==> config.mk <==
export PLATFORM = sky130hd
export DESIGN_NAME = zmtc_norm
export DESIGN_NICKNAME = d
export VERILOG_FILES = /design/src/sv/zmtc_pkg.sv /design/src/sv/zmtc_norm.sv
export SDC_FILE = /design/constraint.sdc
export NUM_CORES = 2
export LEC_CHECK = 0
export ABC_AREA = 1
export BUFFER_PORTS_ARGS = -buffer_cell sky130_fd_sc_hd__clkbuf_2
export CORE_ASPECT_RATIO = 1.4
export CORE_MARGIN = 4
export CORE_UTILIZATION = 57
export CTS_CLUSTER_DIAMETER = 40
export DETAILED_ROUTE_END_ITERATION = 12
export HOLD_SLACK_MARGIN = 0.08
export PLACE_DENSITY = 0.85
export SKIP_LAST_GASP = 1
export SLEW_MARGIN = 20
export SYNTH_ARGS = -nofsm -noshare
export SYNTH_HDL_FRONTEND = slang
export SYNTH_SLANG_ARGS = --single-unit
==> constraint.sdc <==
create_clock -name clk -period 9.7 [get_ports clk]
set_input_delay 0.97 -clock clk [delete_from_list [all_inputs] [get_ports clk]]
set_output_delay 0.97 -clock clk [all_outputs]
set_load 0.005 [all_outputs]
==> src/sv/zmtc_pkg.sv <==
// shared types and constants for the zero-momentum time correlator
package zmtc_pkg;

  localparam int TIDX_W    = 8;   // time slice coordinate
  localparam int FIELD_W   = 16;  // signed Q8.8 sample
  localparam int TE_W      = 9;   // time_extent register
  localparam int NORM_W    = 32;  // Q0.32 reciprocal norm
  localparam int CFG_W     = 32;  // config write data
  localparam int CFG_IDX_W = 1;
  localparam int SUM_W     = 40;  // per-slice running sum, wraps
  localparam int OPND_W    = 32;  // clamped multiplier operand
  localparam int ACC_W     = 64;  // saturating lag accumulator
  localparam int LAG_W     = 6;
  localparam int LAGS_W    = 7;   // holds the lag count itself
  localparam int LAG_LIMIT = 64;
  localparam int CORR_W    = 32;  // Q16.16 result
  localparam int MIN_TIME  = 4;
  localparam int TE_RESET  = 64;
  localparam int INV_RESET = 1;

  localparam logic [CFG_IDX_W-1:0] CFG_TIME_EXTENT = 1'b0;
  localparam logic [CFG_IDX_W-1:0] CFG_INV_NORM    = 1'b1;

  typedef struct packed {
    logic [TIDX_W-1:0]         time_index;
    logic signed [FIELD_W-1:0] field_value;
    logic                      last_sample;
  } in_item_t;

  typedef struct packed {
    logic [LAG_W-1:0]         lag;
    logic signed [CORR_W-1:0] correlator;
    logic                     last_lag;
  } out_item_t;

  typedef struct packed {
    logic add;      // sample beat lands in the matching slice
    logic load;     // copy running sums into the shifted ring
    logic rot_sum;  // rotate the sum ring by one slice
    logic rot_shd;  // rotate the shifted ring by one slice
    logic clear;    // zero all running sums
  } cell_ctl_t;

endpackage

==> src/sv/zmtc_norm.sv <==
// scales the lag sum by the reciprocal norm, rounds and saturates to Q16.16
module zmtc_norm (
  input  logic                        clk,
  input  logic                        rst,
  input  logic                        start,
  input  logic [zmtc_pkg::ACC_W-1:0]  acc,
  input  logic [zmtc_pkg::NORM_W-1:0] inv_norm,
  output logic                        done,
  output logic [zmtc_pkg::CORR_W-1:0] result
);
  import zmtc_pkg::*;

  localparam logic [ACC_W:0]    HALF     = (ACC_W+1)'(1) << (NORM_W - 1);
  localparam logic [CORR_W-1:0] CORR_MAX = {1'b0, {(CORR_W-1){1'b1}}};
  localparam logic [CORR_W-1:0] CORR_MIN = {1'b1, {(CORR_W-1){1'b0}}};

  logic [4:0]        st;
  logic              neg;
  logic [ACC_W-1:0]  mag;
  logic [ACC_W-1:0]  prod;
  logic [ACC_W-1:0]  lo;
  logic [ACC_W-1:0]  r;
  logic [NORM_W-1:0] mul_a;
  logic [ACC_W-1:0]  mul_p;
  logic [ACC_W:0]    lo_rnd;
  logic              over;

  // one multiplier: low half of the magnitude first, then the high half
  assign mul_a  = st[1] ? mag[ACC_W-1:NORM_W] : mag[NORM_W-1:0];
  assign mul_p  = {{(ACC_W-NORM_W){1'b0}}, mul_a} * {{(ACC_W-NORM_W){1'b0}}, inv_norm};
  assign lo_rnd = {1'b0, lo} + HALF;
  assign over   = (r[ACC_W-1:CORR_W-1] != '0);
  assign done   = st[4];

  always_ff @(posedge clk) begin
    if (rst) begin
      st <= '0;
    end else begin
      st <= {st[3:0], start};
    end
  end

  always_ff @(posedge clk) begin
    if (start) begin
      neg <= acc[ACC_W-1];
      mag <= acc[ACC_W-1] ? (~acc + ACC_W'(1)) : acc;
    end
    if (st[0] || st[1]) begin
      prod <= mul_p;
    end
    if (st[1]) begin
      lo <= prod;
    end
    if (st[2]) begin
      r <= prod + {{(ACC_W-NORM_W-1){1'b0}}, lo_rnd[ACC_W:NORM_W]};
    end
    if (st[3]) begin
      if (!neg) begin
        result <= over ? CORR_MAX : r[CORR_W-1:0];
      end else begin
        result <= over ? CORR_MIN : (~r[CORR_W-1:0] + CORR_W'(1));
      end
    end
  end

endmodule

==> metrics.txt <==
Yosys reg bits 263; height of the die 361.4 um; grt ovf 0; Top FF cell, synth edfxtp_1; clk_skew 21.40 ps; clock buffer depth 3; run status complete, no violations; area grow syn2layout 6.094%; CP Launch Type register; RSZ-0062 raised after global routing false; final core occ 0.6100; Avg WL per Cell 22.70 um; drc violations 0; Post-synth EDFFs 258; post-synthesis cell count 6605; first-pass GRT wire length 266.9 mm; Clk pin slew, worst setup/hold paths 60 ps; Initial DRC Count 3926; post-layout min period 9302 ps; Required @ worst endpoint 10030 ps; layout cells sized above 1 0.05642; XOR/XNOR Fraction of Synth Area 0.02756; Setup Viol. Count Final 0; critical path fanouts, max 53; met1 usage 0.3786; Max-Cap Viols 0; register area share after synthesis 0.1543; GR Util met3 0.08297; CP Capture Type register; DP Cell Count 7793; post-synth design cell area 50860 um^2; Hold Crit Class register to register; library cells used by synthesis 44; H-Tree Depth 2; Slew HR 0.2401; Avg Vias per Cell 5.627; critical setup path kind register to register; CTS tree yes; initial core utilization 0.5750; ANT nets after route 0; pin count of the biggest net entering global routing 67; Post-CTS Setup Inserts 0; asr flop ratio synth 0; GRT Util Overall 0.3803; non-filler cells, final 7862; Die Span X 260.4 um; GPL Wtd Cong 1.062; Syn Area/Cell 7.699 um^2; # hold bufs at CTS 0; Final nets 7948; Top Usage Layer GRT met2; row cnt 129; io pins 132; post-synthesis compound-gate area fraction 0.01823; YS warnings 0; total number of vias 44239; antenna violations before repair 1; CTS Buf Count 37; Core Footprint 88450 um^2; GR Util met2 0.6501; drt total wl 178.4 mm; final instance area 53950 um^2; dpl hpwl 147.6 mm; endpoints failing hold 0; Fin Setup TNS 0 ps; CP Data Arrival Time 9630 ps; vias in the first global route 46870; Buffers on Ports 131; fin. max-slew vios 0; Post-Synth Adder-Cell Area 0.4267; Resize count post-CTS 0; Simple-Gate Fraction of Synth Area 0.2450; Skew-Pair Late Insertion Delay 590 ps; largest family of logic cells by synthesized area adder cells; Slew @ Worst Pin 1139 ps; syn_nets 7900; root buffer cell clkbuf_16; Sink Count 263; post-synthesis mux area share 0; Placed Instance Area 52700 um^2; max frequency 0.1075 GHz; final worst-path cycle share 0.9590; Die Footprint 94130 um^2; First-pass DRT Iterations 6
==> Yosys cell counts, types with 2 or more instances <==
master,instances,area [um^2]
nand4_1,53,331.6
nor3_2,2,20.02
nor2_4,2,22.52
edfxtp_1,258,7747
dfxtp_1,5,100.1
buf_6,2,22.52
a21oi_1,69,345.3
xor2_1,136,1191
o21ai_1,39,195.2
nor2_2,6,37.54
and3_1,3,18.77
or2_1,4,25.02
clkbuf_1,130,488.0
nand3_1,215,1076
o21bai_1,19,142.6
or2_2,63,394.1
nor4_1,4,25.02
xnor2_1,24,210.2
and2_1,5,31.28
buf_4,7,52.55
nor2_1,989,3712
a31oi_1,2,12.51
inv_1,1483,5567
o21ai_0,32,160.2
fa_1,897,17960
nand3b_1,11,82.58
nand2_2,6,37.54
nor3_1,49,245.2
nand2_1,1694,6359
o21ai_2,3,26.28
clkinv_1,7,26.28
inv_2,21,78.83
ha_1,299,3741
buf_2,56,280.3
==> sequential cells by signal, indices dropped and copies added, names as in the netlist <==
name    cells
mag        64
st          5
lo         33
neg         1
result     32
prod       64
r          64
==> worst paths after layout <==
kind	startpoint	end	slack [ps]	cells past startpoint
worst max-delay path	st[1]$_SDFF_PP0_	prod[55]$_DFFE_PP_	400	25
worst min-delay path	st[0]$_SDFF_PP0_	st[1]$_SDFF_PP0_	470	2
worst max register to register	st[1]$_SDFF_PP0_	prod[55]$_DFFE_PP_	400	25
worst min register to register	st[0]$_SDFF_PP0_	st[1]$_SDFF_PP0_	470	2
==> cell type report <==
cell class / instances / area (um^2)
flip-flops and latches: 263 / 7850
multi-input cells: 4635 / 36490
inverters: 1512 / 5678
repair buffers: 204 / 1204
clock inverters: 24 / 272.8
fillers: 7909 / 34500
clock buffers: 44 / 983.4
diodes: 1 / 2.502
well taps: 1179 / 1475
==> placed cells by master (no fill, tap or decap), types with 38 or more instances in the layout <==
cell / instances
inv_1: 1482
o21ai_1: 39
clkbuf_16: 38
edfxtp_1: 258
nand3_1: 215
nand4_1: 53
nor2_1: 989
or2_2: 63
xor2_1: 136
buf_4: 73
clkbuf_2: 131
ha_1: 299
fa_1: 897
nor3_1: 49
nand2_1: 1693
a21oi_1: 69
==> metrics by stage <==
step,setup slack [ps],hold WS [ps]
after floorplan,2114,409.8
after global placement,746.9,449.3
after detailed placement,663.6,457.3
after CTS,665.8,471.0
after global routing,279.3,492.3
final,397.5,469.1
==> routing by layer <==
| metal | up-vias | part of all wire |
|---|---|---|
| li1 | 19471 | - |
| met1 | 20907 | 0.30 |
| met2 | 2752 | 0.48 |
| met3 | 1109 | 0.095 |
| met4 | 0 | 0.13 |
| met5 | - | 0 |
==> cells by family after synthesis <==
logic type | Yosys count
buffers and inverters | 1707
AND/OR/NAND/NOR | 3109
AO/OA/AOI/OAI | 170
flip-flops | 263
adder cells (fa/ha/maj) | 1196
XOR/XNOR | 160
==> worst max-delay path: stages, from the launching register on <==
cell and delay, ps:
dfxtp_2 440, buf_4 570, or2_2 240, nand2_1 580
inv_2 780, nand2_1 180, fa_1 530, fa_1 570
fa_1 540, fa_1 520, inv_1 60, fa_1 570
fa_1 440, fa_1 500, inv_1 50, fa_1 470
inv_1 40, ha_1 360, nand2_1 140, nor2_1 360
and2_1 380, nand2_1 240, nor2_1 140, nand2_1 100
nand4_1 110, nand2_1 50
Power is not shown: default switching activity piles up to over one toggle a cycle in this logic, so the estimate is an artifact.
