$ cat src/sv/zmtc_pkg.sv
// shared types and constants for the zero-momentum time correlator
package zmtc_pkg;

  localparam int TIDX_W    = 8;   // time slice coordinate
  localparam int FIELD_W   = 16;  // signed Q8.8 sample
  localparam int TE_W      = 9;   // time_extent register
  localparam int NORM_W    = 32;  // Q0.32 reciprocal norm
  localparam int CFG_W     = 32;  // config write data
  localparam int CFG_IDX_W = 1;
  localparam int SUM_W     = 40;  // per-slice running sum, wraps
  localparam int OPND_W    = 32;  // clamped multiplier operand
  localparam int ACC_W     = 64;  // saturating lag accumulator
  localparam int LAG_W     = 6;
  localparam int LAGS_W    = 7;   // holds the lag count itself
  localparam int LAG_LIMIT = 64;
  localparam int CORR_W    = 32;  // Q16.16 result
  localparam int MIN_TIME  = 4;
  localparam int TE_RESET  = 64;
  localparam int INV_RESET = 1;

  localparam logic [CFG_IDX_W-1:0] CFG_TIME_EXTENT = 1'b0;
  localparam logic [CFG_IDX_W-1:0] CFG_INV_NORM    = 1'b1;

  typedef struct packed {
    logic [TIDX_W-1:0]         time_index;
    logic signed [FIELD_W-1:0] field_value;
    logic                      last_sample;
  } in_item_t;

  typedef struct packed {
    logic [LAG_W-1:0]         lag;
    logic signed [CORR_W-1:0] correlator;
    logic                     last_lag;
  } out_item_t;

  typedef struct packed {
    logic add;      // sample beat lands in the matching slice
    logic load;     // copy running sums into the shifted ring
    logic rot_sum;  // rotate the sum ring by one slice
    logic rot_shd;  // rotate the shifted ring by one slice
    logic clear;    // zero all running sums
  } cell_ctl_t;

endpackage

$ cat src/sv/zmtc_mac.sv
// clamp, multiply and saturating accumulate of the two ring heads
module zmtc_mac (
  input  logic                       clk,
  input  logic                       rst,
  input  logic                       issue,
  input  logic                       clear,
  input  logic [zmtc_pkg::SUM_W-1:0] a,
  input  logic [zmtc_pkg::SUM_W-1:0] b,
  output logic [zmtc_pkg::ACC_W-1:0] acc
);
  import zmtc_pkg::*;

  localparam logic [OPND_W-1:0] OPND_MAX = {1'b0, {(OPND_W-1){1'b1}}};
  localparam logic [OPND_W-1:0] OPND_MIN = {1'b1, {(OPND_W-1){1'b0}}};
  localparam logic [ACC_W-1:0]  ACC_MAX  = {1'b0, {(ACC_W-1){1'b1}}};
  localparam logic [ACC_W-1:0]  ACC_MIN  = {1'b1, {(ACC_W-1){1'b0}}};

  function automatic logic [OPND_W-1:0] clamp_opnd(input logic [SUM_W-1:0] v);
    logic [SUM_W-OPND_W:0] top;
    top = v[SUM_W-1:OPND_W-1];
    if (top == '0 || top == '1) begin
      return v[OPND_W-1:0];
    end
    return v[SUM_W-1] ? OPND_MIN : OPND_MAX;
  endfunction

  logic [OPND_W-1:0] ca, cb;
  logic [ACC_W-1:0]  prod;
  logic              prod_valid;
  logic [ACC_W:0]    sum_ext;
  logic [ACC_W-1:0]  acc_next;

  assign ca = clamp_opnd(a);
  assign cb = clamp_opnd(b);

  // low product bits of sign-extended operands equal the signed product
  always_ff @(posedge clk) begin
    prod <= {{OPND_W{ca[OPND_W-1]}}, ca} * {{OPND_W{cb[OPND_W-1]}}, cb};
  end

  always_comb begin
    sum_ext = {acc[ACC_W-1], acc} + {prod[ACC_W-1], prod};
    if (sum_ext[ACC_W] != sum_ext[ACC_W-1]) begin
      acc_next = sum_ext[ACC_W] ? ACC_MIN : ACC_MAX;
    end else begin
      acc_next = sum_ext[ACC_W-1:0];
    end
  end

  always_ff @(posedge clk) begin
    if (rst) begin
      prod_valid <= 1'b0;
      acc        <= '0;
    end else begin
      prod_valid <= issue;
      if (clear) begin
        acc <= '0;
      end else if (prod_valid) begin
        acc <= acc_next;
      end
    end
  end

endmodule

$ cat config.mk
export PLATFORM = sky130hd
export DESIGN_NAME = zmtc_mac
export DESIGN_NICKNAME = d
export VERILOG_FILES = /design/src/sv/zmtc_pkg.sv /design/src/sv/zmtc_mac.sv
export SDC_FILE = /design/constraint.sdc
export NUM_CORES = 2
export LEC_CHECK = 0
export BUFFER_PORTS_ARGS = -buffer_cell sky130_fd_sc_hd__buf_2
export CORE_UTILIZATION = 28
export DETAILED_ROUTE_END_ITERATION = 8
export PLACE_DENSITY = 0.51
export SKIP_CTS_REPAIR_TIMING = 1
export SYNTH_ARGS = -nofsm -noshare
export SYNTH_HDL_FRONTEND = slang
export SYNTH_SLANG_ARGS = --single-unit
$ cat constraint.sdc
create_clock -name clk -period 12.95 [get_ports clk]
set_clock_uncertainty 0.05 [all_clocks]
set_input_delay 1.9425 -clock clk [delete_from_list [all_inputs] [get_ports clk]]
set_output_delay 1.9425 -clock clk [all_outputs]
set_load 0.05 [all_outputs]
==> results.md <==
- Status: finished, final reports clean
- Startpoint types: primary input
- Detailed placement HPWL: 132 mm
- First-pass GRT wire length: 235 mm
- Final setup viols: 0
- Crit path capture: prod[44]$_DFF_P_
- Most used DFF post-synth: dfxtp_1
- CP Class: primary input to flop
- Synth warn: 0
- Routability congestion estimate: about 0.96
- Simple-Gate Fraction of Synth Area: 0.135
- Async SR Flop Fraction: 0
- CTS H-tree lvls: 4
- Adder-Cell Fraction of Synth Area: 0.573
- DRT antenna net count: 0
- Synth Area in XOR/XNOR: 0.0246
- Fmax: about 84 MHz
- Maxcap violations: 0
- Vias/cell: 4.87
- Compound-cell area share of the yosys netlist: 0.0973
- Crit path top cell by count: fa_1
- CTS clk-pin slew, worst paths: 0.06 ns
- Share of layout cells above drive strength 1: 0.0820
- Initial antenna violation count: 5
- Seq cells post-synth: between 100 and 150
- Post-route setup TNS: 0 ns
- Final Hold Vio Count: 0
- Max-slew violation count: 0
- Worst Setup End Kind: flop
- Row cnt: between 100 and 150
- Syn avg cell area: 8.82 sq um
- Drt total wl: around 160 mm
- Number of port buffers: approximately 150
- Mapped Area: 43400 sq um
- GR Overflow Total: 0
- CP peak stage delay: 0.84 ns
- Avg WL per Cell: 22.4 um
- CP max stage cell: a41o_2
- Worst Path Arrival: between 10 and 15 ns
- Num Clock Sinks: 129
- Initial core utilization: 0.282
- Drt pass-1 iters: 5
- Hold WS: roughly 0.51 ns
- Largest net degree at the start of global routing: 72
- Skew-Pair Late Insertion Delay: 0.45 ns
- Cts bufs inserted: 17
- Crit path required time: roughly 13 ns
- Worst slew pin tran: 1.42 ns
- I/O Pins: between 100 and 150
- Via Count: 34200
- Post-layout util: 0.309
- Slew Limit Headroom: 0.0560
- Main combinational cell family by area after synthesis: adder cells
- Vias in the first global route: 36500
- Reg2Reg Depth: 13
- Die Area: 156000 sq um
- RR Endpoint: acc[45]$_SDFFE_PP0P_
- CTS tree: yes
- Remaining DRCs: 0
- Min Tclk post-route: 11.90 ns
- Iteration-0 DRC Markers: 2520
- Die Width: between 300 and 400 um
- Total global-route track usage: 0.202
- Syn Inst Count: ~4900
- Unique masters post-synth: 84
- Part of the Yosys area used for sequential elements: 0.0596
- Mapped Nets: about 6300
- Deepest clock path buffer count: 2
- Nets: 6387
- Filler Cell Count: 16400
- R2r setup slk: ~8.6 ns
- Final worst-path cycle share: 0.919
- Cell taking the most area after synthesis: fa_1
- Post-synth EDFFs: 0
- RSZ-0062 raised after global routing: false
- Worst Hold Class: flop to flop
- Synth top area cells: fa_1, inv_1, ha_1, dfxtp_1, nand2_1
- CP startpoint: a[33]
- Layout area overhead: 9.55%
- Worst Path Max Fanout: 37
- Reg2reg start: acc[0]$_SDFFE_PP0P_
- Core Box Area: between 150000 and 200000 sq um
- Most numerous cell in the Yosys netlist: fa_1
- Share of the synthesized area in the top cell type: 0.500
- Die Ht: 396 um
- Post-synth top cells: fa_1, inv_1, nand2_1, nor2_1, a21oi_1
- Post-synthesis mux area share: 0.00115
- Root Driver: clkbuf_16
==> state kept, by name, summed over array words and instances, names as in the netlist <==
name        cells
acc            64
prod           64
prod_valid      1
==> layer usage <==
metal / part of all wire / track usage / vias to the layer above
li1: - / - / 15000
met1: 0.42 / 0.267 / 17800
met2: 0.47 / 0.331 / 1195
met3: 0.077 / 0.0374 / 254
met4: 0.035 / 0.0639 / 4
met5: 0.00016 / 0 / -
==> cell usage in the layout, fill, tap and decap left out, types with 19 or more instances in the layout <==
master and count:
fa_1 1083, buf_2 147, a21o_1 109, a21oi_1 213, dfxtp_1 128, nor2_1 575
and2_1 49, xor2_1 39, xnor2_1 83, buf_4 132, nand2_1 626, nor3_1 20
ha_1 248, nor2b_1 19, nand4_1 26, a21oi_2 49, o21ai_0 127, nand3_1 27
o21bai_1 20, inv_1 1004
==> worst min-delay path by stage <==
stage | from | end | slack, ns | cells past startpoint
after floorplan | prod[7]$_DFF_P_ | acc[7]$_SDFFE_PP0P_ | 0.62 | 4
after global placement | acc[17]$_SDFFE_PP0P_ | acc[17]$_SDFFE_PP0P_ | 0.49 | 2
after detailed placement | acc[3]$_SDFFE_PP0P_ | acc[3]$_SDFFE_PP0P_ | 0.50 | 2
after CTS | acc[12]$_SDFFE_PP0P_ | acc[12]$_SDFFE_PP0P_ | 0.51 | 2
after global routing | acc[7]$_SDFFE_PP0P_ | acc[7]$_SDFFE_PP0P_ | 0.53 | 2
final | acc[12]$_SDFFE_PP0P_ | acc[12]$_SDFFE_PP0P_ | 0.51 | 2
==> critical path: cells and delay by family <==
kind	cells	cell delay [ns]
adders and majority gates	9	4.58
AOI/OAI and AO/OA	10	3.86
and+or+nand+nor	5	1.17
buffers and inverters	4	0.29
xor gates and xnor gates	1	0.21
==> final cells by class <==
| type | instances | area [sq um] | area share |
|---|---|---|---|
| multi-input combinational | 3538 | 36300 | 0.764 |
| clock inverter | 14 | 108 | 0.00227 |
| inverter | 1005 | 3770 | 0.0794 |
| timing repair buffer | 281 | 1770 | 0.0372 |
| antenna | 2 | 5.00 | 0.000105 |
| clock buffer | 18 | 439 | 0.00925 |
| tap | 2044 | 2560 | 0.0538 |
| sequential | 129 | 2580 | 0.0544 |
==> stage by stage <==
step | instance area [sq um] | cells | setup WS, ns
final | 47500 | 7031 | 1.05
after global routing | 47500 | 7029 | 0.640
after CTS | 47500 | 7029 | 1.10
after detailed placement | 46900 | 6997 | 0.676
after global placement | 46900 | 6997 | 0.596
after floorplan | 43400 | 4916 | 2.08
==> cells by family (layout without fill, tap and decap cells) <==
logic type,after synthesis,count (layout)
and+or+nand+nor,1415,1415
xor gates and xnor gates,122,122
muxes,5,5
DFF,129,129
adders and majority gates,1336,1336
AOI/OAI and AO/OA,660,660
other,0,2
buffers and inverters,1249,1318
Power is not shown: default switching activity piles up to over one toggle a cycle in this logic, so the estimate is an artifact.
