## src/sv/zmtc_pkg.sv

```systemverilog
// shared types and constants for the zero-momentum time correlator
package zmtc_pkg;

  localparam int TIDX_W    = 8;   // time slice coordinate
  localparam int FIELD_W   = 16;  // signed Q8.8 sample
  localparam int TE_W      = 9;   // time_extent register
  localparam int NORM_W    = 32;  // Q0.32 reciprocal norm
  localparam int CFG_W     = 32;  // config write data
  localparam int CFG_IDX_W = 1;
  localparam int SUM_W     = 40;  // per-slice running sum, wraps
  localparam int OPND_W    = 32;  // clamped multiplier operand
  localparam int ACC_W     = 64;  // saturating lag accumulator
  localparam int LAG_W     = 6;
  localparam int LAGS_W    = 7;   // holds the lag count itself
  localparam int LAG_LIMIT = 64;
  localparam int CORR_W    = 32;  // Q16.16 result
  localparam int MIN_TIME  = 4;
  localparam int TE_RESET  = 64;
  localparam int INV_RESET = 1;

  localparam logic [CFG_IDX_W-1:0] CFG_TIME_EXTENT = 1'b0;
  localparam logic [CFG_IDX_W-1:0] CFG_INV_NORM    = 1'b1;

  typedef struct packed {
    logic [TIDX_W-1:0]         time_index;
    logic signed [FIELD_W-1:0] field_value;
    logic                      last_sample;
  } in_item_t;

  typedef struct packed {
    logic [LAG_W-1:0]         lag;
    logic signed [CORR_W-1:0] correlator;
    logic                     last_lag;
  } out_item_t;

  typedef struct packed {
    logic add;      // sample beat lands in the matching slice
    logic load;     // copy running sums into the shifted ring
    logic rot_sum;  // rotate the sum ring by one slice
    logic rot_shd;  // rotate the shifted ring by one slice
    logic clear;    // zero all running sums
  } cell_ctl_t;

endpackage

```

## src/sv/zmtc_cell.sv

```systemverilog
// one time slice: running sum plus a shifted copy, both on rotating rings
module zmtc_cell #(
  parameter int K    = 0,
  parameter int NT_W = 9
) (
  input  logic                         clk,
  input  logic                         rst,
  input  zmtc_pkg::cell_ctl_t          ctl,
  input  logic [zmtc_pkg::TIDX_W-1:0]  time_index,
  input  logic [zmtc_pkg::FIELD_W-1:0] field_value,
  input  logic [NT_W-1:0]              last_idx,
  input  logic [zmtc_pkg::SUM_W-1:0]   next_sum,
  input  logic [zmtc_pkg::SUM_W-1:0]   next_shd,
  input  logic [zmtc_pkg::SUM_W-1:0]   head_sum,
  input  logic [zmtc_pkg::SUM_W-1:0]   head_shd,
  output logic [zmtc_pkg::SUM_W-1:0]   sum_val,
  output logic [zmtc_pkg::SUM_W-1:0]   shd_val
);
  import zmtc_pkg::*;

  logic             is_tail;
  logic             hit;
  logic [SUM_W-1:0] field_ext;

  // the active tail wraps around to the head of the ring
  assign is_tail   = (32'(last_idx) == K);
  assign hit       = ctl.add && (32'(time_index) == K);
  assign field_ext = {{(SUM_W-FIELD_W){field_value[FIELD_W-1]}}, field_value};

  always_ff @(posedge clk) begin
    if (rst) begin
      sum_val <= '0;
    end else if (ctl.clear) begin
      sum_val <= '0;
    end else if (hit) begin
      sum_val <= sum_val + field_ext;
    end else if (ctl.rot_sum) begin
      sum_val <= is_tail ? head_sum : next_sum;
    end
  end

  always_ff @(posedge clk) begin
    if (ctl.load) begin
      shd_val <= sum_val;
    end else if (ctl.rot_shd) begin
      shd_val <= is_tail ? head_shd : next_shd;
    end
  end

endmodule

```

## config.mk

```make
export PLATFORM = sky130hd
export DESIGN_NAME = zmtc_cell
export DESIGN_NICKNAME = d
export VERILOG_FILES = /design/src/sv/zmtc_pkg.sv /design/src/sv/zmtc_cell.sv
export SDC_FILE = /design/constraint.sdc
export NUM_CORES = 1
export LEC_CHECK = 0
export ABC_AREA = 1
export BUFFER_PORTS_ARGS = -buffer_cell sky130_fd_sc_hd__buf_2
export CAP_MARGIN = 15
export CORE_MARGIN = 4
export CORE_UTILIZATION = 51
export CTS_CLUSTER_DIAMETER = 200
export DETAILED_ROUTE_END_ITERATION = 7
export PLACE_DENSITY = 0.94
export SYNTH_ARGS = -nofsm -noshare
export SYNTH_HDL_FRONTEND = slang
export SYNTH_SLANG_ARGS = --single-unit
```

## constraint.sdc

```tcl
create_clock -name clk -period 2.7 [get_ports clk]
set_input_delay 0.27 -clock clk [delete_from_list [all_inputs] [get_ports clk]]
set_output_delay 0.27 -clock clk [all_outputs]
set_load 0.01 [all_outputs]
```

==> out/results.md, run 1 <==
| Item | Reported | Unit |
|---|---|---|
| Result of the run | finished, final reports clean | - |
| Clock network fraction of total power | 0.365 | - |
| Part of the Yosys area used for sequential elements | 0.2748 | - |
| Number of diodes | 0 | - |
| Starting density of the core | 0.5229 | - |
| Cells on Worst Hold Path | 3 | - |
| Number of buffers added to fix hold violations after cts | 0 | - |
| Post-route cell area | 9143 | um^2 |
| Fin worst setup slack | 0.2308 | ns |
| Total clock sinks | 80 | - |
| Drt initial violations | 1062 | - |
| Final layout net count | 1677 | - |
| Hold Violations, Final | 0 | - |
| Number of enable-type register cells in the synthesized netlist | 40 | - |
| Num rows | 43 | - |
| Relative max-transition margin | 0.3838 | - |
| Measured slew at the worst slew-check pin | 0.9243 | ns |
| Total number of yosys warnings | 0 | - |
| Worst endpoint required time | 2.97 | ns |
| Half-perimeter wire length after detailed placement | 21.98 | mm |
| Number of setup violations in the final report | 0 | - |
| Startpoint of the most critical setup path | sum_val[0] | - |
| Hold path startpoint | next_sum[9] | - |
| Area of the die | 16260 | um^2 |
| Initial antenna violation count | 0 | - |
| Worst hold slack after final layout | 0.2517 | ns |
| Fillers | 1233 | - |
| Biggest fanout along the worst timing path | 5 | - |
| Signed area change from the synthesized netlist to the final layout | 25.49 | % |
| TNS Setup | 0 | ns |
| Switching power of the nets | 1.194 | mW |
| First-pass detailed-route iteration total | 6 | - |
| Share of synthesized registers carrying an async set or reset | 0 | - |
| Root buf cell | sky130_fd_sc_hd__clkbuf_16 | - |
| Core footprint | 13930 | um^2 |
| Vias in the first global route | 8078 | - |
| Library cell contributing the largest single delay on the critical path | sky130_fd_sc_hd__fa_1 | - |
| Maximum root-to-sink buffer count | 2 | - |
| Switching power share of the total | 0.3180 | - |
| GRT Total Usage | 0.3254 | - |
| Number of buffers created by CTS | 9 | - |
| Highest achievable clock rate | 405.0 | MHz |
| Maximum resistive drop on vdd | 338.0 | uV |
| Cell depth of the worst flop-to-flop path | 13 | - |
| Number of top-level pins | 280 | - |
| Minimum period implied by the final worst setup slack | 2.469 | ns |
| Area of the mapped netlist | 7286 | um^2 |
| Distinct cell type count after synthesis | 38 | - |
| X dimension of the die | 127.5 | um |
| Cell area power density | 410.8 | nW/um^2 |
| Overflow left after global routing | 0 | - |
| Weighted congestion reported at the end of routability-driven placement | 1.035 | - |
| Share of the cycle needed by the critical path after routing | 0.9145 | - |
| Arrival time reported for the critical path endpoint | 2.74 | ns |
| Worst-case clock skew | 0.009509 | ns |
| Flip-flop and latch count after synthesis | 80 | - |
| Kind of capture point of the worst setup path | flip-flop | - |
| First-pass GRT wire length | 42.21 | mm |
| Largest net degree at the start of global routing | 66 | - |
| Buffers inserted by post-CTS timing repair | 0 | - |
| Standard cell area after detailed placement | 8821 | um^2 |
| Clock slew at the register clock pins of the worst setup and hold paths | 0.06 | ns |
| Setup slack after placement | 0.3677 | ns |
| Remaining design rule violation count | 0 | - |
| Wire length reported by the detailed router | 27.63 | mm |
| Slew Limit Fails | 0 | - |
| Proportion of power drawn by flip-flops and latches | 0.380 | - |
| Pint | 2.561 | mW |
| Combinational power share | 0.255 | - |
| CTS resizes | 0 | - |
| Avg WL per Cell | 17.03 | um |
| CTS tree | built | - |
| Share of the core filled with cells | 0.6561 | - |
| Vias after detailed routing | 9057 | - |
| Delay of the slowest cell on the worst path | 0.41 | ns |
| Crit path launch type | flip-flop | - |
| Reported leakage power | 4.959 | nW |
| Htree depth | 3 | - |
| Main area contributors after synthesis | sky130_fd_sc_hd__nand2_1 (17%), sky130_fd_sc_hd__edfxtp_1 (16%), sky130_fd_sc_hd__dfxtp_1 (11%) | - |
| Number of nets produced by synthesis | 1417 | - |
| Cell breakdown of the critical path | ha_1 > inv_1 > fa_1 > inv_1 > nand3_1 > nand3_1 > nand2_1 > nand3_1 > nand2_1 > nand2_2 > xor2_1 > nand2_1 > a21oi_1 | - |
| Max capacitance violation total | 0 | - |
| Vertical die dimension | 127.5 | um |
| Post-detailed-route count of antenna-violating nets | 0 | - |
| Latest clock arrival within the worst-skew pair | 0.35 | ns |
| # port buffers | 279 | - |
| Beginning of the worst register-to-register path | sum_val[0] | - |
| RSZ-0062 raised after global routing | false | - |
| HP Class | primary input to flip-flop | - |
| Cells after Synth | 1177 | - |
| Post-detailed-route via-to-cell ratio | 5.584 | - |
| Share of Yosys cell area claimed by the top area cell type | 0.1690 | - |
| Cell taking the most area after synthesis | sky130_fd_sc_hd__nand2_1 | - |
| Ys flop type | sky130_fd_sc_hd__edfxtp_1 | - |
| Mean area per synthesized cell | 6.190 | um^2 |
| Worst Path Class, Setup | flip-flop to flip-flop | - |
| Fraction of layout cells with a size suffix above 1 | 0.2524 | - |
-- cells by family (layout without fill, tap and decap cells) --
family	after synthesis	count (layout)	share of synthesized area
AND/OR/NAND/NOR	627	627	0.3622
AO/OA/AOI/OAI	227	227	0.1702
buffers and inverters	188	453	0.1051
flip-flops	80	80	0.2748
adder cells (fa/ha/maj)	40	40	0.06972
XOR/XNOR	15	15	0.01803
-- synthesized netlist by cell type (5+ instances only) --
cell type / count
sky130_fd_sc_hd__buf_4: 13
sky130_fd_sc_hd__clkbuf_1: 22
sky130_fd_sc_hd__edfxtp_1: 40
sky130_fd_sc_hd__nand3_2: 11
sky130_fd_sc_hd__o21bai_1: 6
sky130_fd_sc_hd__nor3_1: 5
sky130_fd_sc_hd__nand2_1: 328
sky130_fd_sc_hd__buf_2: 5
sky130_fd_sc_hd__ha_1: 39
sky130_fd_sc_hd__o21ai_0: 98
sky130_fd_sc_hd__nand3_1: 48
sky130_fd_sc_hd__nor2_2: 12
sky130_fd_sc_hd__nor2_1: 186
sky130_fd_sc_hd__xor2_1: 7
sky130_fd_sc_hd__a21oi_1: 63
sky130_fd_sc_hd__nand2_2: 18
sky130_fd_sc_hd__inv_1: 142
sky130_fd_sc_hd__a31oi_1: 49
sky130_fd_sc_hd__xnor2_1: 8
sky130_fd_sc_hd__dfxtp_1: 40
-- final timing paths --
kind / to / slack [ns]
setup / recovery: sum_val[16] / 0.23
hold / removal: sum_val[9] / 0.25
setup reg to reg: sum_val[16] / 0.23
hold reg to reg: sum_val[12] / 0.61
-- cell usage in the layout, fill, tap and decap left out, types with 3 or more instances in the layout --
cell                        count
sky130_fd_sc_hd__edfxtp_1      40
sky130_fd_sc_hd__a31oi_1       49
sky130_fd_sc_hd__buf_2        279
sky130_fd_sc_hd__dfxtp_1       40
sky130_fd_sc_hd__inv_2          3
sky130_fd_sc_hd__buf_12         3
sky130_fd_sc_hd__or2_2          4
sky130_fd_sc_hd__clkbuf_16      9
sky130_fd_sc_hd__inv_1        142
sky130_fd_sc_hd__or2_0          3
sky130_fd_sc_hd__nand2_2       18
sky130_fd_sc_hd__a21oi_1       63
sky130_fd_sc_hd__a21oi_2        4
sky130_fd_sc_hd__xor2_1         7
sky130_fd_sc_hd__nand3_1       48
sky130_fd_sc_hd__nor2_2        13
sky130_fd_sc_hd__nand4_1        3
sky130_fd_sc_hd__nand2_1      328
sky130_fd_sc_hd__nor3_1         5
sky130_fd_sc_hd__nor2_1       185
sky130_fd_sc_hd__buf_4          8
sky130_fd_sc_hd__o21bai_1       6
sky130_fd_sc_hd__or2_1          3
sky130_fd_sc_hd__ha_1          39
sky130_fd_sc_hd__xnor2_1        8
sky130_fd_sc_hd__nand3_2       11
sky130_fd_sc_hd__o21ai_0       98
-- cell type report --
type                    instances  area [um^2]  area share
clock buffers                  10        229.0     0.02504
clock inverters                 6        92.59     0.01013
inverters                     147        556.8     0.06090
multi-input cells             909         4521      0.4945
flip-flops and latches         80         2002      0.2190
well taps                     180        225.2     0.02463
repair buffers                290         1516      0.1659
-- worst max-delay path: cells and delay by family, from the launching register on --
family,cells,cell delay [ns]
adder cells (fa/ha/maj),2,0.70
XOR/XNOR,1,0.23
AND/OR/NAND/NOR,7,0.74
AO/OA/AOI/OAI,1,0.13
flip-flops,1,0.40
buffers and inverters,2,0.19
-- power by group through the flow --
stage / sequential, mW / combinational [mW] / clock (mW)
floorplan: 1.47 / 0.513 / 0
global placement: 1.45 / 0.919 / 0
detailed placement: 1.45 / 0.934 / 0
CTS: 1.42 / 0.940 / 1.36
global route: 1.43 / 1.05 / 1.40
finish: 1.43 / 0.959 / 1.37
-- flip-flops by register name, indices dropped and copies added, names as in the netlist --
signal	cells
sum_val	40
shd_val	40
-- per-stage QoR --
stage          total power [mW]  instances
6_report                  3.756       1622
5_1_grt                   3.888       1622
4_1_cts                   3.725       1622
3_5_place_dp              2.382       1606
3_3_place_gp              2.364       1606
2_1_floorplan             1.984       1177
-- per-layer routing --
layer  vias to the layer above  wire length (um)  track usage
met5                         -                 0            0
met4                         0               674      0.09464
met3                        53              3365      0.05727
met2                       584             12360       0.5181
met1                      4081             11230       0.4534
li1                       4339                 -            -
Note: power is estimated with default switching activity, not from simulation.
==> run 2: changes to the inputs <==
- BUFFER_PORTS_ARGS: -buffer_cell sky130_fd_sc_hd__buf_2 -> -buffer_cell sky130_fd_sc_hd__buf_4
==> out/results.md, run 2 (synthesis gave the netlist of run 1 again) <==
| Item | Reported | Unit |
|---|---|---|
| Crit path launch type | flip-flop | - |
| Result of the run | finished, final reports clean | - |
| Combinational power share | 0.295 | - |
| Clock network fraction of total power | 0.317 | - |
| Post-detailed-route via-to-cell ratio | 5.501 | - |
| Switching power of the nets | 1.188 | mW |
| Minimum period implied by the final worst setup slack | 2.284 | ns |
| Number of top-level pins | 280 | - |
| Post-detailed-route count of antenna-violating nets | 0 | - |
| Weighted congestion reported at the end of routability-driven placement | 1.047 | - |
| RSZ-0062 raised after global routing | false | - |
| Number of buffers created by CTS | 9 | - |
| Htree depth | 3 | - |
| Worst endpoint required time | 2.94 | ns |
| Share of the cycle needed by the critical path after routing | 0.8459 | - |
| Num rows | 43 | - |
| Most common library cell in the layout ignoring fill and taps | sky130_fd_sc_hd__nand2_1 | - |
| Pint | 2.494 | mW |
| Largest net degree at the start of global routing | 81 | - |
| Hold Violations, Final | 0 | - |
| Signed area change from the synthesized netlist to the final layout | 34.83 | % |
| Arrival time reported for the critical path endpoint | 2.52 | ns |
| Switching power share of the total | 0.3227 | - |
| CTS resizes | 0 | - |
| Drt initial violations | 1225 | - |
| Number of setup violations in the final report | 0 | - |
| Vias in the first global route | 8176 | - |
| Biggest fanout along the worst timing path | 5 | - |
| Max capacitance violation total | 0 | - |
| Final layout net count | 1681 | - |
| Area of the die | 16260 | um^2 |
| Latest clock arrival within the worst-skew pair | 0.35 | ns |
| Half-perimeter wire length after detailed placement | 23.06 | mm |
| Overflow left after global routing | 0 | - |
| # port buffers | 279 | - |
| Vias after detailed routing | 8945 | - |
| Remaining design rule violation count | 0 | - |
| First-pass GRT wire length | 43.68 | mm |
| Number of diodes | 0 | - |
| Avg WL per Cell | 17.88 | um |
| Maximum resistive drop on vdd | 293.3 | uV |
| Root buf cell | sky130_fd_sc_hd__clkbuf_16 | - |
| Relative max-transition margin | 0.3649 | - |
| Most frequent cells in the layout | sky130_fd_sc_hd__nand2_1 (328), sky130_fd_sc_hd__buf_4 (291), sky130_fd_sc_hd__nor2_1 (185) | - |
| GRT Total Usage | 0.3426 | - |
| Reported leakage power | 5.162 | nW |
| Worst Path Class, Setup | flip-flop to flip-flop | - |
| Core footprint | 13930 | um^2 |
| Number of buffers added to fix hold violations after cts | 0 | - |
| X dimension of the die | 127.5 | um |
| Vertical die dimension | 127.5 | um |
| Maximum root-to-sink buffer count | 2 | - |
| Cell area power density | 374.8 | nW/um^2 |
| Kind of capture point of the worst setup path | flip-flop | - |
| Wire length reported by the detailed router | 29.07 | mm |
| Highest achievable clock rate | 437.8 | MHz |
| Slew Limit Fails | 0 | - |
| Measured slew at the worst slew-check pin | 0.9527 | ns |
| Fraction of layout cells with a size suffix above 1 | 0.2545 | - |
| Starting density of the core | 0.5229 | - |
| Top Registers | shd_val (40), sum_val (40) | - |
| CTS tree | built | - |
| Worst-case clock skew | 0.01109 | ns |
| Clock slew at the register clock pins of the worst setup and hold paths | 0.07 | ns |
| First-pass detailed-route iteration total | 6 | - |
| HP Class | primary input to flip-flop | - |
| Total clock sinks | 80 | - |
| TNS Setup | 0 | ns |
| Total power consumption of the routed design | 3.682 | mW |
| Buffers inserted by post-CTS timing repair | 0 | - |
| Initial antenna violation count | 0 | - |
| Proportion of power drawn by flip-flops and latches | 0.388 | - |
## run 2: routing by layer
layer,up-vias,GRT usage,share of wire
met5,-,0,0
met2,519,0.5215,0.44
met1,4007,0.4710,0.40
li1,4350,-,-
met3,69,0.09615,0.12
met4,0,0.1098,0.031
## run 2: path summary, 6_finish.rpt
check,depth (start not counted),endpoint,slack (ns),startpoint
worst min register to register,2,sum_val[0],0.59,sum_val[0]
worst min-delay path,3,sum_val[0],0.25,next_sum[0]
worst max-delay path,15,sum_val[32],0.42,sum_val[0]
worst max register to register,15,sum_val[32],0.42,sum_val[0]
## run 2: cell type report
cell class / instances / area [um^2]
inverters: 147 / 556.8
clock buffers: 10 / 229.0
fillers: 1218 / 4111
well taps: 180 / 225.2
clock inverters: 6 / 45.04
multi-input cells: 909 / 4521
repair buffers: 294 / 2245
flip-flops and latches: 80 / 2002
## run 2: metrics by stage
step	area [um^2]	setup WS [ns]	cells	hold slack, ns	utilization
finish	9823	0.4161	1626	0.2458	0.7049
detailed placement	9549	0.4872	1610	0.5713	0.6853
global placement	9549	0.5456	1610	0.5617	0.6853
global route	9823	0.2348	1626	0.2752	0.7049
CTS	9823	0.4664	1626	0.2390	0.7049
floorplan	7286	0.7278	1177	0.4626	-
## run 2: power groups by stage
stage / registers (mW) / clock network, mW / logic, mW
after floorplan: 1.47 / 0 / 0.513
after global placement: 1.45 / 0 / 1.05
after detailed placement: 1.45 / 0 / 1.06
after CTS: 1.42 / 1.16 / 1.07
after global routing: 1.43 / 1.23 / 1.18
final: 1.43 / 1.17 / 1.09
## run 2: critical path, cell delays in order, from the launching register on
cell and delay (ns):
sky130_fd_sc_hd__dfxtp_1 0.38, sky130_fd_sc_hd__ha_1 0.28, sky130_fd_sc_hd__inv_1 0.08, sky130_fd_sc_hd__fa_1 0.40, sky130_fd_sc_hd__inv_1 0.11, sky130_fd_sc_hd__nand3_1 0.07, sky130_fd_sc_hd__nand3_1 0.16, sky130_fd_sc_hd__nand2_1 0.07
sky130_fd_sc_hd__nand3_1 0.11, sky130_fd_sc_hd__nand2_1 0.08, sky130_fd_sc_hd__nand2_2 0.10, sky130_fd_sc_hd__nand2_1 0.09, sky130_fd_sc_hd__nand2_1 0.06, sky130_fd_sc_hd__nand2_1 0.05, sky130_fd_sc_hd__nand3_1 0.08, sky130_fd_sc_hd__a21oi_1 0.06
